**src/rtl/plg_pkg.sv**
```systemverilog
// Shared types, constants and register codes for the pulse-counting laser gate.
`default_nettype none
package plg_pkg;

    localparam int unsigned SAMPLE_W = 12;
    localparam int unsigned COUNT_W  = 16;
    localparam int unsigned INDEX_W  = 8;
    localparam int unsigned TARGET_W = COUNT_W + INDEX_W;
    localparam int unsigned CFG_IDX_W  = 3;
    localparam int unsigned CFG_DATA_W = 16;

    localparam int unsigned MID_DEPTH_DEF = 4;
    localparam int unsigned OUT_DEPTH_DEF = 4;

    localparam logic [CFG_IDX_W-1:0] REG_PULSE_THRESHOLD   = 3'd0;
    localparam logic [CFG_IDX_W-1:0] REG_CHUNKS_PER_WINDOW = 3'd1;
    localparam logic [CFG_IDX_W-1:0] REG_DISCHARGE_ENABLE  = 3'd2;
    localparam logic [CFG_IDX_W-1:0] REG_DISCHARGE_CHUNKS  = 3'd3;
    localparam logic [CFG_IDX_W-1:0] REG_PULSES_PER_CHUNK  = 3'd4;
    localparam logic [CFG_IDX_W-1:0] REG_TRACKING_ENABLE   = 3'd5;
    localparam logic [CFG_IDX_W-1:0] REG_TRACKING_LIMIT    = 3'd6;

    localparam logic [SAMPLE_W-1:0] RST_PULSE_THRESHOLD   = 12'd4000;
    localparam logic [INDEX_W-1:0]  RST_CHUNKS_PER_WINDOW = 8'd5;
    localparam logic                RST_DISCHARGE_ENABLE  = 1'b1;
    localparam logic [INDEX_W-1:0]  RST_DISCHARGE_CHUNKS  = 8'd1;
    localparam logic [COUNT_W-1:0]  RST_PULSES_PER_CHUNK  = 16'd30;
    localparam logic                RST_TRACKING_ENABLE   = 1'b1;
    localparam logic [COUNT_W-1:0]  RST_TRACKING_LIMIT    = 16'd10;

    localparam logic [COUNT_W-1:0] COUNT_MAX = {COUNT_W{1'b1}};

    typedef struct packed {
        logic [INDEX_W-1:0]  chunks_per_window;
        logic                discharge_enable;
        logic [INDEX_W-1:0]  discharge_chunks;
        logic                tracking_enable;
        logic [COUNT_W-1:0]  tracking_limit;
        logic [TARGET_W-1:0] target;
    } t_back_cfg;

    typedef struct packed {
        logic [COUNT_W-1:0] chunk_pulses;
        logic               window_done;
        logic [COUNT_W-1:0] window_pulses;
        logic               laser_enable;
    } t_result;

    localparam int unsigned RESULT_W = $bits(t_result);

endpackage
`default_nettype wire

```
**src/rtl/plg_fifo.sv**
```systemverilog
// Small register queue used between the front, the back and the result ports.
`default_nettype none
module plg_fifo
    import plg_pkg::*;
#(
    parameter int unsigned WIDTH = COUNT_W,
    parameter int unsigned DEPTH = MID_DEPTH_DEF
) (
    input  wire logic             i_clk,
    input  wire logic             i_rst_n,
    input  wire logic             i_push,
    input  wire logic [WIDTH-1:0] i_data,
    output logic                  o_full,
    input  wire logic             i_pop,
    output logic [WIDTH-1:0]      o_data,
    output logic                  o_empty
);

    localparam int unsigned PTR_W = (DEPTH > 1) ? $clog2(DEPTH) : 1;
    localparam int unsigned CNT_W = $clog2(DEPTH + 1);
    localparam logic [PTR_W-1:0] PTR_LAST = PTR_W'(DEPTH - 1);
    localparam logic [CNT_W-1:0] CNT_FULL = CNT_W'(DEPTH);

    logic [WIDTH-1:0] r_mem [DEPTH];
    logic [PTR_W-1:0] r_wr_ptr;
    logic [PTR_W-1:0] r_rd_ptr;
    logic [CNT_W-1:0] r_count;
    logic             do_push;
    logic             do_pop;

    assign o_full  = (r_count == CNT_FULL);
    assign o_empty = (r_count == '0);
    assign do_push = i_push && !o_full;
    assign do_pop  = i_pop && !o_empty;
    assign o_data  = r_mem[r_rd_ptr];

    always_ff @(posedge i_clk) begin
        if (do_push) begin
            r_mem[r_wr_ptr] <= i_data;
        end
    end

    always_ff @(posedge i_clk) begin
        if (!i_rst_n) begin
            r_wr_ptr <= '0;
            r_rd_ptr <= '0;
            r_count  <= '0;
        end else begin
            if (do_push) begin
                r_wr_ptr <= (r_wr_ptr == PTR_LAST) ? '0 : r_wr_ptr + 1'b1;
            end
            if (do_pop) begin
                r_rd_ptr <= (r_rd_ptr == PTR_LAST) ? '0 : r_rd_ptr + 1'b1;
            end
            if (do_push && !do_pop) begin
                r_count <= r_count + 1'b1;
            end else if (do_pop && !do_push) begin
                r_count <= r_count - 1'b1;
            end
        end
    end

endmodule
`default_nettype wire

```
**src/rtl/plg_front.sv**
```systemverilog
// Front end: threshold runs in the sample stream and counts pulses per chunk.
`default_nettype none
module plg_front
    import plg_pkg::*;
(
    input  wire logic                i_clk,
    input  wire logic                i_rst_n,
    input  wire logic [SAMPLE_W-1:0] i_threshold,
    input  wire logic                i_accept,
    input  wire logic [SAMPLE_W-1:0] i_sample,
    input  wire logic                i_last_of_chunk,
    output logic                     o_chunk_push,
    output logic [COUNT_W-1:0]       o_chunk_pulses
);

    logic               r_in_run;
    logic [COUNT_W-1:0] r_chunk_count;
    logic               n_in_run;
    logic [COUNT_W-1:0] n_chunk_count;
    logic               above;

    assign above = (i_sample > i_threshold);

    always_comb begin
        n_in_run      = above;
        n_chunk_count = r_chunk_count;
        if (!above && r_in_run && (r_chunk_count != COUNT_MAX)) begin
            n_chunk_count = r_chunk_count + 1'b1;
        end
    end

    assign o_chunk_push   = i_accept && i_last_of_chunk;
    assign o_chunk_pulses = n_chunk_count;

    always_ff @(posedge i_clk) begin
        if (!i_rst_n) begin
            r_in_run      <= 1'b0;
            r_chunk_count <= '0;
        end else if (i_accept) begin
            if (i_last_of_chunk) begin
                r_in_run      <= 1'b0;
                r_chunk_count <= '0;
            end else begin
                r_in_run      <= n_in_run;
                r_chunk_count <= n_chunk_count;
            end
        end
    end

endmodule
`default_nettype wire

```
**src/rtl/plg_back.sv**
```systemverilog
// Back end: window totals, the discharge decision and the laser state per chunk.
`default_nettype none
module plg_back
    import plg_pkg::*;
(
    input  wire logic               i_clk,
    input  wire logic               i_rst_n,
    input  wire t_back_cfg          i_cfg,
    input  wire logic               i_chunk_empty,
    input  wire logic [COUNT_W-1:0] i_chunk_pulses,
    output logic                    o_chunk_pop,
    input  wire logic               i_result_full,
    output logic                    o_result_push,
    output t_result                 o_result
);

    logic [COUNT_W-1:0] r_window_total;
    logic [INDEX_W-1:0] r_chunk_index;
    logic [COUNT_W-1:0] r_tracking_count;
    logic               r_laser_state;

    logic [COUNT_W-1:0] n_window_total;
    logic [INDEX_W-1:0] n_chunk_index;
    logic [COUNT_W-1:0] n_tracking_count;
    logic               n_laser_state;

    logic [COUNT_W:0]   total_sum;
    logic [COUNT_W-1:0] total_sat;
    logic [INDEX_W-1:0] index_inc;
    logic [COUNT_W-1:0] track_inc;
    logic               target_met;
    logic               window_end;
    logic               step;

    assign step          = !i_chunk_empty && !i_result_full;
    assign o_chunk_pop   = step;
    assign o_result_push = step;

    always_comb begin
        total_sum  = {1'b0, r_window_total} + {1'b0, i_chunk_pulses};
        total_sat  = total_sum[COUNT_W] ? COUNT_MAX : total_sum[COUNT_W-1:0];
        index_inc  = r_chunk_index + 1'b1;
        track_inc  = (r_tracking_count == COUNT_MAX) ? COUNT_MAX
                                                     : r_tracking_count + 1'b1;
        target_met = ({{INDEX_W{1'b0}}, total_sat} >= i_cfg.target);
        window_end = (index_inc == i_cfg.chunks_per_window);

        n_window_total   = total_sat;
        n_chunk_index    = index_inc;
        n_tracking_count = r_tracking_count;
        n_laser_state    = r_laser_state;

        if (i_cfg.discharge_enable && (index_inc == i_cfg.discharge_chunks)) begin
            n_tracking_count = track_inc;
            if (target_met) begin
                if (i_cfg.tracking_enable) begin
                    n_tracking_count = '0;
                end
                n_laser_state = 1'b1;
            end else if (i_cfg.tracking_enable) begin
                if (i_cfg.tracking_limit < track_inc) begin
                    n_laser_state = 1'b0;
                end
            end else begin
                n_laser_state = 1'b0;
            end
        end

        if (window_end) begin
            n_window_total = '0;
            n_chunk_index  = '0;
            n_laser_state  = 1'b1;
        end

        o_result.chunk_pulses  = i_chunk_pulses;
        o_result.window_done   = window_end;
        o_result.window_pulses = window_end ? total_sat : '0;
        o_result.laser_enable  = n_laser_state;
    end

    always_ff @(posedge i_clk) begin
        if (!i_rst_n) begin
            r_window_total   <= '0;
            r_chunk_index    <= '0;
            r_tracking_count <= '0;
            r_laser_state    <= 1'b1;
        end else if (step) begin
            r_window_total   <= n_window_total;
            r_chunk_index    <= n_chunk_index;
            r_tracking_count <= n_tracking_count;
            r_laser_state    <= n_laser_state;
        end
    end

endmodule
`default_nettype wire

```
**src/rtl/pulse_count_laser_gate.sv**
```systemverilog
// Throughput: one sample per cycle while full is low; the back end retires one chunk
// per cycle while the result queue is not full.
// full rises only when the chunk queue between front and back end is full.
// Reset is synchronous and active low: counters clear, the laser is on,
// and the configuration registers return to their default values.
`default_nettype none
module pulse_count_laser_gate
    import plg_pkg::*;
#(
    parameter int unsigned MID_DEPTH = MID_DEPTH_DEF,
    parameter int unsigned OUT_DEPTH = OUT_DEPTH_DEF
) (
    input  wire logic                  i_clk,
    input  wire logic                  i_rst_n,
    input  wire logic                  push,
    output logic                       full,
    input  wire logic [SAMPLE_W-1:0]   i_sample,
    input  wire logic                  i_last_of_chunk,
    output logic                       empty,
    input  wire logic                  pop,
    output logic [COUNT_W-1:0]         o_chunk_pulses,
    output logic                       o_window_done,
    output logic [COUNT_W-1:0]         o_window_pulses,
    output logic                       o_laser_enable,
    input  wire logic                  i_cfg_we,
    input  wire logic [CFG_IDX_W-1:0]  i_cfg_index,
    input  wire logic [CFG_DATA_W-1:0] i_cfg_wdata
);

    logic [SAMPLE_W-1:0] r_pulse_threshold;
    logic [INDEX_W-1:0]  r_chunks_per_window;
    logic                r_discharge_enable;
    logic [INDEX_W-1:0]  r_discharge_chunks;
    logic [COUNT_W-1:0]  r_pulses_per_chunk;
    logic                r_tracking_enable;
    logic [COUNT_W-1:0]  r_tracking_limit;
    logic [TARGET_W-1:0] r_target;

    t_back_cfg          back_cfg;
    logic               accept;
    logic               chunk_push;
    logic [COUNT_W-1:0] chunk_in;
    logic [COUNT_W-1:0] chunk_out;
    logic               chunk_empty;
    logic               chunk_pop;
    logic               result_push;
    logic               result_full;
    t_result            result_in;
    t_result            result_out;
    logic [RESULT_W-1:0] result_bits;

    always_ff @(posedge i_clk) begin
        if (!i_rst_n) begin
            r_pulse_threshold   <= RST_PULSE_THRESHOLD;
            r_chunks_per_window <= RST_CHUNKS_PER_WINDOW;
            r_discharge_enable  <= RST_DISCHARGE_ENABLE;
            r_discharge_chunks  <= RST_DISCHARGE_CHUNKS;
            r_pulses_per_chunk  <= RST_PULSES_PER_CHUNK;
            r_tracking_enable   <= RST_TRACKING_ENABLE;
            r_tracking_limit    <= RST_TRACKING_LIMIT;
        end else if (i_cfg_we) begin
            unique case (i_cfg_index)
                REG_PULSE_THRESHOLD:   r_pulse_threshold   <= i_cfg_wdata[SAMPLE_W-1:0];
                REG_CHUNKS_PER_WINDOW: r_chunks_per_window <= i_cfg_wdata[INDEX_W-1:0];
                REG_DISCHARGE_ENABLE:  r_discharge_enable  <= i_cfg_wdata[0];
                REG_DISCHARGE_CHUNKS:  r_discharge_chunks  <= i_cfg_wdata[INDEX_W-1:0];
                REG_PULSES_PER_CHUNK:  r_pulses_per_chunk  <= i_cfg_wdata[COUNT_W-1:0];
                REG_TRACKING_ENABLE:   r_tracking_enable   <= i_cfg_wdata[0];
                REG_TRACKING_LIMIT:    r_tracking_limit    <= i_cfg_wdata[COUNT_W-1:0];
                default: ;
            endcase
        end
    end

    always_ff @(posedge i_clk) begin
        r_target <= TARGET_W'(r_pulses_per_chunk) * TARGET_W'(r_discharge_chunks);
    end

    always_comb begin
        back_cfg.chunks_per_window = r_chunks_per_window;
        back_cfg.discharge_enable  = r_discharge_enable;
        back_cfg.discharge_chunks  = r_discharge_chunks;
        back_cfg.tracking_enable   = r_tracking_enable;
        back_cfg.tracking_limit    = r_tracking_limit;
        back_cfg.target            = r_target;
    end

    assign accept = push && !full;

    plg_front u_front (
        .i_clk           (i_clk),
        .i_rst_n         (i_rst_n),
        .i_threshold     (r_pulse_threshold),
        .i_accept        (accept),
        .i_sample        (i_sample),
        .i_last_of_chunk (i_last_of_chunk),
        .o_chunk_push    (chunk_push),
        .o_chunk_pulses  (chunk_in)
    );

    plg_fifo #(
        .WIDTH (COUNT_W),
        .DEPTH (MID_DEPTH)
    ) u_chunk_q (
        .i_clk   (i_clk),
        .i_rst_n (i_rst_n),
        .i_push  (chunk_push),
        .i_data  (chunk_in),
        .o_full  (full),
        .i_pop   (chunk_pop),
        .o_data  (chunk_out),
        .o_empty (chunk_empty)
    );

    plg_back u_back (
        .i_clk          (i_clk),
        .i_rst_n        (i_rst_n),
        .i_cfg          (back_cfg),
        .i_chunk_empty  (chunk_empty),
        .i_chunk_pulses (chunk_out),
        .o_chunk_pop    (chunk_pop),
        .i_result_full  (result_full),
        .o_result_push  (result_push),
        .o_result       (result_in)
    );

    plg_fifo #(
        .WIDTH (RESULT_W),
        .DEPTH (OUT_DEPTH)
    ) u_result_q (
        .i_clk   (i_clk),
        .i_rst_n (i_rst_n),
        .i_push  (result_push),
        .i_data  (result_in),
        .o_full  (result_full),
        .i_pop   (pop),
        .o_data  (result_bits),
        .o_empty (empty)
    );

    assign result_out      = t_result'(result_bits);
    assign o_chunk_pulses  = result_out.chunk_pulses;
    assign o_window_done   = result_out.window_done;
    assign o_window_pulses = result_out.window_pulses;
    assign o_laser_enable  = result_out.laser_enable;

endmodule
`default_nettype wire

```
**config.mk**
```make
export PLATFORM = sky130hd
export DESIGN_NAME = pulse_count_laser_gate
export DESIGN_NICKNAME = d
export VERILOG_FILES = /design/src/rtl/plg_pkg.sv /design/src/rtl/plg_fifo.sv /design/src/rtl/plg_front.sv /design/src/rtl/plg_back.sv /design/src/rtl/pulse_count_laser_gate.sv
export SDC_FILE = /design/constraint.sdc
export NUM_CORES = 1
export LEC_CHECK = 0
export ABC_AREA = 1
export BUFFER_PORTS_ARGS = -buffer_cell sky130_fd_sc_hd__buf_2
export CAP_MARGIN = 20
export CORE_ASPECT_RATIO = 0.5
export CORE_UTILIZATION = 58
export CTS_BUF_LIST = sky130_fd_sc_hd__clkbuf_8
export CTS_CLUSTER_SIZE = 28
export DETAILED_ROUTE_END_ITERATION = 8
export HOLD_SLACK_MARGIN = 0.02
export PLACE_DENSITY = 0.78
export SETUP_SLACK_MARGIN = 0.15
export SYNTH_ARGS = -nofsm -noshare
export SYNTH_HDL_FRONTEND = slang
export SYNTH_SLANG_ARGS = --single-unit
```
**constraint.sdc**
```tcl
create_clock -name i_clk -period 4.6 [get_ports i_clk]
set_clock_uncertainty 0.2 [all_clocks]
set_input_delay 0.46 -clock i_clk [delete_from_list [all_inputs] [get_ports i_clk]]
set_output_delay 0.46 -clock i_clk [all_outputs]
set_load 0.05 [all_outputs]
```
Word level (Yosys, flattened, before mapping)
Memories as Yosys holds them, arrays and structs flattened. A register that Yosys moved wholly into a read port is not among the register bits.
Index checks and enable logic that the tools add are counted.
{ "word_totals": {"register_bits": 158, "ramBits": 200, "word_cells": 121, "memories": 2} }
{ "op_classes": {"n_addsub": 12, "n_mul": 1, "n_lt_le_gt_ge": 3, "n_eq_ne": 16, "muxes": 31, "n_reduce_logical": 36} }
{ "mem_list": {"columns": ["name", "words", "word_bits", "read_ports", "rd_clocked_by_memory_dff", "wr", "line", "source"], "rows": [
  ["u_result_q.r_mem", 4, 34, 1, 1, 1, "plg_fifo.sv:24", "logic [WIDTH-1:0] r_mem [DEPTH];"],
  ["u_chunk_q.r_mem", 4, 16, 1, 1, 1, "plg_fifo.sv:24", null]
]} }
{ "ops": {"columns": ["operator", "count"], "rows": [
  ["16-bit 2-to-1 mux", 8],
  ["16-bit by 1-bit adder with 16-bit output (second input constant)", 2],
  ["16-bit by 24-bit >= comparator with 1-bit output", 1],
  ["16-bit by 8-bit multiplier with 24-bit output", 1],
  ["16-bit by 16-bit adder with 17-bit output", 1],
  ["16-bit == test (second input constant)", 1],
  ["8-bit == test", 2],
  ["16-bit < comparator", 1],
  ["2-bit 2-to-1 mux", 8],
  ["16-bit inequality test (second input constant)", 1],
  ["2-bit AND reduction", 8],
  ["3-bit == test (second input constant)", 5],
  ["1-bit logical AND", 14],
  ["12-bit > comparator", 1],
  ["3-bit 2-to-1 mux", 4],
  ["1-bit 2-to-1 mux", 10],
  ["1-bit logical NOT", 9],
  ["3-bit logical NOT", 3],
  ["2-bit by 1-bit adder with 2-bit output (second input constant)", 4],
  ["8-bit by 1-bit adder with 8-bit output (second input constant)", 1],
  ["2-bit == test (second input constant)", 4],
  ["8-bit 2-to-1 mux", 1],
  ["3-bit by 1-bit adder with 3-bit output (second input constant)", 2],
  ["3-bit by 2-bit == test with 1-bit output (second input constant)", 2],
  ["other kinds (3)", 5]
]} }

Depth between registers and ports, before layout
{ "logic_depth": {"word_depth": 9, "mapped_depth": 27, "depth_no_buf": 25} }

By module
From an unflattened synthesis, not the netlist that was laid out.
{ "unflattened": {"hier_cells": 2586, "hier_area_um2": 21892.2} }
{ "modules_own_cells": {"columns": ["module", "instances", "cells_per_inst", "area_per_inst_um2", "seq_area_each_um2"], "rows": [
  ["pulse_count_laser_gate", 1, 1032, 7298.2, 1721.7],
  ["plg_fifo (u_result_q)", 1, 401, 5748.0, 4264.1],
  ["plg_back", 1, 639, 4212.8, 820.8],
  ["plg_fifo (u_chunk_q)", 1, 226, 2855.2, 2102.0],
  ["plg_front", 1, 288, 1778.0, 340.3]
]} }

Worst setup path before layout
No wires, ideal clock.
{ "synth_path": {"path_kind": "reg2reg", "start": "register r_discharge_chunks[6]", "end": "register r_target[23]", "arrival_time_ps": 4626, "slack_ps": -353, "stages_incl_launch_ff": 19, "n_path_buf": 2, "synth_period_minus_slack_ps": 4953, "path_cell_list": "dfxtp_1 > clkbuf_1 > buf_1 > nand2_1 > fa_1 > fa_1 > inv_1 > fa_1 > inv_1 > fa_1 > inv_1 > ha_1 > nand2_1 > o21ai_0 > a211oi_1 > o21ai_0 > a21oi_1 > o21ai_0 > xor2_1"} }
{ "synth_between": {"elab_chain_cells": 1} }
{ "synth_lines": {"columns": ["item", "line", "source"], "rows": [
  ["start: declaration", "pulse_count_laser_gate.sv:33", "logic [INDEX_W-1:0] r_discharge_chunks;"],
  ["start signal: assignment", "pulse_count_laser_gate.sv:66", "REG_DISCHARGE_CHUNKS: r_discharge_chunks <= i_cfg_wdata[INDEX_W-1:0];"],
  ["16-bit by 8-bit multiplier with 24-bit output", "pulse_count_laser_gate.sv:76", "r_target <= TARGET_W'(r_pulses_per_chunk) * TARGET_W'(r_discharge_chunks);"],
  ["end signal: assignment", "pulse_count_laser_gate.sv:76", null],
  ["end: declaration", "pulse_count_laser_gate.sv:37", "logic [TARGET_W-1:0] r_target;"]
]} }
No other way between the ends.
A chain may end at the register's enable or synchronous reset.

Worst setup path after layout
{ "layout_path": {"start": "register r_pulses_per_chunk[4]", "end": "register r_target[23]"} }
{ "layout_between": {"elab_chain_cells": 1} }
{ "layout_lines": {"columns": ["item", "line", "source"], "rows": [
  ["start: declaration", "pulse_count_laser_gate.sv:34", "logic [COUNT_W-1:0] r_pulses_per_chunk;"],
  ["start signal: assignment", "pulse_count_laser_gate.sv:67", "REG_PULSES_PER_CHUNK: r_pulses_per_chunk <= i_cfg_wdata[COUNT_W-1:0];"],
  ["16-bit by 8-bit multiplier with 24-bit output", "pulse_count_laser_gate.sv:76", null]
]} }
No other way between the ends.

==> run_results.csv <==
group,metric,value,unit
outcome,status,"complete, no violations",
synth,synthCells,2340,
run,cap_violations,0,
clock_tree,root_buffer,"clkbuf_8",
floorplanning,ios,73,
drt,drc,0,
power,power_density,554,nW/µm²
placement,io_buffers,72,
global_routing,grt_start_max_net_pins,69,
floorplanning,initial_utilization,0.591,
synth,synth-xor-area-share,0.0223,
synth,synth.largest_area_cell,"edfxtp_1",
worst_setup_path,path_class,"reg -> reg",
power,p_sw,5.62,mW
global_routing,use_met3,0.0388,
final_layout,drive_above_1_share,0.185,
synth,synth_top_family_by_area,"adder cells",
synth,synth_cell_types,54,
synth,synthArstFlopShare,0,
hold_path,min_from,"i_cfg_index[1]",
placement,dp.final_hpwl,33900,µm
worst_setup_path,cp_cell_sequence,"nand2_2 -> inv_1 -> fa_2 -> fa_1 -> fa_1 -> inv_1 -> fa_1 -> inv_1 -> ha_4 -> nand2_4 -> nor2_4 -> nand2_2 -> nor2_2 -> a211oi_2 -> o21ai_2 -> a21oi_2 -> buf_4 -> o21ai_2 -> xor2_1",
worst_setup_path,slowest_delay,0.54,ns
sta,finalSetupViolCount,0,
final_layout,final_cell_mix,"nand2_1 (396), inv_1 (361), nor2_1 (260), edfxtp_1 (200), o21ai_0 (185)",
synth,synth_fa_ha_area_frac,0.158,
sta,finalMaxSlewViolations,0,
worst_setup_path,crit_path_end_kind,"flip-flop",
sta,tns,0,ns
global_routing,grt-ovfl-total,0,
worst_setup_path,r2r-start,"r_pulses_per_chunk[4]",
power,ir_drop,0.496,mV
global_routing,grt_pass1_wl,78000,µm
global_routing,met2_usage,0.454,
worst_setup_path,crit_required,4.86,ns
worst_setup_path,cp-start-kind,"flip-flop",
worst_setup_path,cp_top_family,"adder cells",
clock_tree,cts_tree,"yes",
synth,synth_top_area_frac,0.294,
drt,vias,16800,
floorplanning,rows,48,
global_routing,grt.busiest_layer,"met2",
power,p_comb_frac,0.473,
synth,ys.flop_type,"edfxtp_1",
synth,synthMuxAreaShare,0,
placement,pre_cts_slack,-0.113,ns
hold_path,hold_depth,4,
floorplanning,dieArea,36000,µm²
sta,layout_min_cycle_time,4.51,ns
worst_setup_path,cpMaxStageDelayCell,"fa_1",
global_routing,antenna_found_initial,0,
worst_setup_path,path_buf_inv,4,
clock_tree,cts_buffers,50,
worst_setup_path,r2r_setup_slack,0.09,ns
worst_setup_path,r2r-end,"r_target[23]",
synth,ys_ff_latch,362,
sta,slew_headroom,0.372,
synth,synth_nets,2582,
synth,syn_area,20400,µm²
drt,firstDrtPassIters,6,
drt,finalWirelength,51100,µm
power,swShare,0.419,
worst_setup_path,cp_max_fo,6,
drt,routedWlPerCell,16.7,µm
drt,vias_per_cell,5.48,
clock_tree,clk_pin_slew,0.07,ns
floorplanning,core,34600,µm²
clock_tree,clockBufferDepth,3,
synth,avgSynthCellArea,8.73,µm²
global_routing,grt_util_all_layers,0.272,
hold_path,hold_class,"in -> reg",
synth,synthTopCellsByArea,"edfxtp_1 (29%), dfxtp_1 (16%), fa_1 (8.5%)",
power,power,13.4,mW
drt,drtIter0Drc,1552,
power,clkPwrFrac,0.199,
sta,finalHoldViolations,0,
hold_path,whs_endpoint,"r_tracking_enable",
power,power_frac_seq,0.328,
placement,finalWeightedCongestion,0.959,
floorplanning,fp.dieH,135,µm
synth,synth-seq-area-share,0.453,
synth,synth_compound_area_frac,0.123,
sta,fin_crit_sh,0.979,
final_layout,n_antenna_cell,0,
synth,synthSimpleGateAreaFrac,0.156,
drt,drtAntennaViolNets,0,
final_layout,layout_commonest_cell,"nand2_1",
global_routing,grt_use_met1,0.375,
worst_setup_path,reg2regPathDepth,19,
global_routing,grt_pass1_vias,15800,
synth,synth_edf_count,200,
final_layout,area_growth,18.6,%
clock_tree,cts.htree.levels,2,
final_layout,nets,2789,
sta,layout_setup_ws,0.0944,ns
floorplanning,die_x,267,µm
sta,rsz0062_at_grt,"yes",
power,leakage,11.1,nW
clock_tree,clk_latency,0.62,ns
clock_tree,cts.sinks,362,
synth,yosys_warnings,0,
sta,tightest_slew,0.938,ns
worst_setup_path,arrival,4.76,ns
sta,fmax,222,MHz
power,p_int,7.80,mW
-- state kept, by name, summed over array words and instances, names as in the netlist, 16 cells and up, named ones only --
signal and flops:
u_back.r_tracking_count 16, r_tracking_limit 16, r_pulses_per_chunk 16, u_back.r_window_total 16
u_chunk_q.r_mem 64, u_front.r_chunk_count 16, u_result_q.r_mem 136, r_target 24
-- cell type report --
cell class	count	area (µm²)
clock inverters	36	278
fillers	2453	10400
clock buffers	58	798
flip-flops and latches	362	9300
repair buffers	254	1850
well taps	475	594
inverters	372	1400
multi-input cells	1507	10000
-- metrics by stage --
step	instance area [µm²]	cells	hold slack, ns	util
finish	24200	3064	0.0570	0.700
global route	24200	3064	0.0619	0.700
CTS	23500	3044	0.0368	0.680
detailed placement	22100	2925	0.255	0.638
global placement	22100	2925	0.247	0.638
floorplan	20600	2340	0.230	-
-- cell usage after synthesis, types with 2 or more instances --
library cell / instances
nand2_1: 413
inv_1: 363
nor2_1: 278
o21ai_0: 203
edfxtp_1: 200
dfxtp_1: 162
a21oi_1: 136
ha_1: 118
fa_1: 87
clkbuf_1: 80
o22ai_1: 51
nand3_1: 48
xor2_1: 38
nor3_1: 20
o21ai_1: 20
xnor2_1: 14
o211ai_1: 9
a211oi_1: 8
a31oi_1: 8
buf_2: 8
buf_1: 6
nand4_1: 6
a21o_1: 5
inv_2: 5
nor4_1: 5
buf_6: 4
clkinv_1: 4
nor2_2: 4
o21ai_2: 3
a21oi_2: 2
a221oi_1: 2
nand2_2: 2
nand3_2: 2
o2111ai_1: 2
o211a_1: 2
o21bai_1: 2
o221ai_1: 2
or2_2: 2
-- cell families (layout without fill, tap and decap cells) --
| kind of cell | Yosys count | count (layout) |
|---|---|---|
| AO/OA/AOI/OAI | 460 | 460 |
| buffers and inverters | 471 | 720 |
| AND/OR/NAND/NOR | 790 | 790 |
| XOR/XNOR | 52 | 52 |
| adder cells (fa/ha/maj) | 205 | 205 |
| flip-flops | 362 | 362 |
-- worst reg2reg max path, stage by stage (launching register included) --
cell      delay, ns
dfxtp_2        0.40
nand2_2        0.08
inv_1          0.13
fa_2           0.48
fa_1           0.51
fa_1           0.50
inv_1          0.06
fa_1           0.54
inv_1          0.07
ha_4           0.27
nand2_4        0.09
nor2_4         0.05
nand2_2        0.05
nor2_2         0.03
a211oi_2       0.29
o21ai_2        0.13
a21oi_2        0.17
buf_4          0.14
o21ai_2        0.05
xor2_1         0.15
-- timing repair --
action | 4_1_cts | 5_1_grt
buffers inserted | 5 | 19
resized for setup | 44 | 151
hold endpoints to repair | 48 | 0
hold buffers | 20 | 0
endpoints found under the setup margin | 31 | 33
pin swaps | 13 | 74
-- how the worst max path moves through the flow --
| stage | start | end | slack [ns] | depth (start not counted) |
|---|---|---|---|---|
| after detailed placement | r_discharge_chunks[6] | r_target[22] | -0.11 | 15 |
| after global routing | r_discharge_chunks[2] | r_target[23] | -0.04 | 20 |
| after floorplan | r_discharge_chunks[4] | r_target[16] | 0.15 | 22 |
| after global placement | r_discharge_chunks[6] | r_target[22] | -0.008 | 15 |
| after CTS | r_discharge_chunks[4] | r_target[22] | 0.13 | 18 |
| final | r_pulses_per_chunk[4] | r_target[23] | 0.09 | 19 |
-- routing by layer --
metal	vias up	wire (µm)	part of all wire
li1	8039	-	-
met1	8016	21800	0.43
met2	622	24500	0.48
met3	118	3530	0.069
met4	0	1360	0.027
met5	-	0	0
-- power by group through the flow --
stage	combinational (mW)	sequential [mW]	clock [mW]
floorplan	3.71	4.40	0
global placement	5.67	4.44	0
detailed placement	5.79	4.46	0
CTS	5.88	4.40	2.70
global route	6.89	4.45	2.83
finish	6.35	4.40	2.67
No activity file was read; power rests on OpenSTA's default activity.
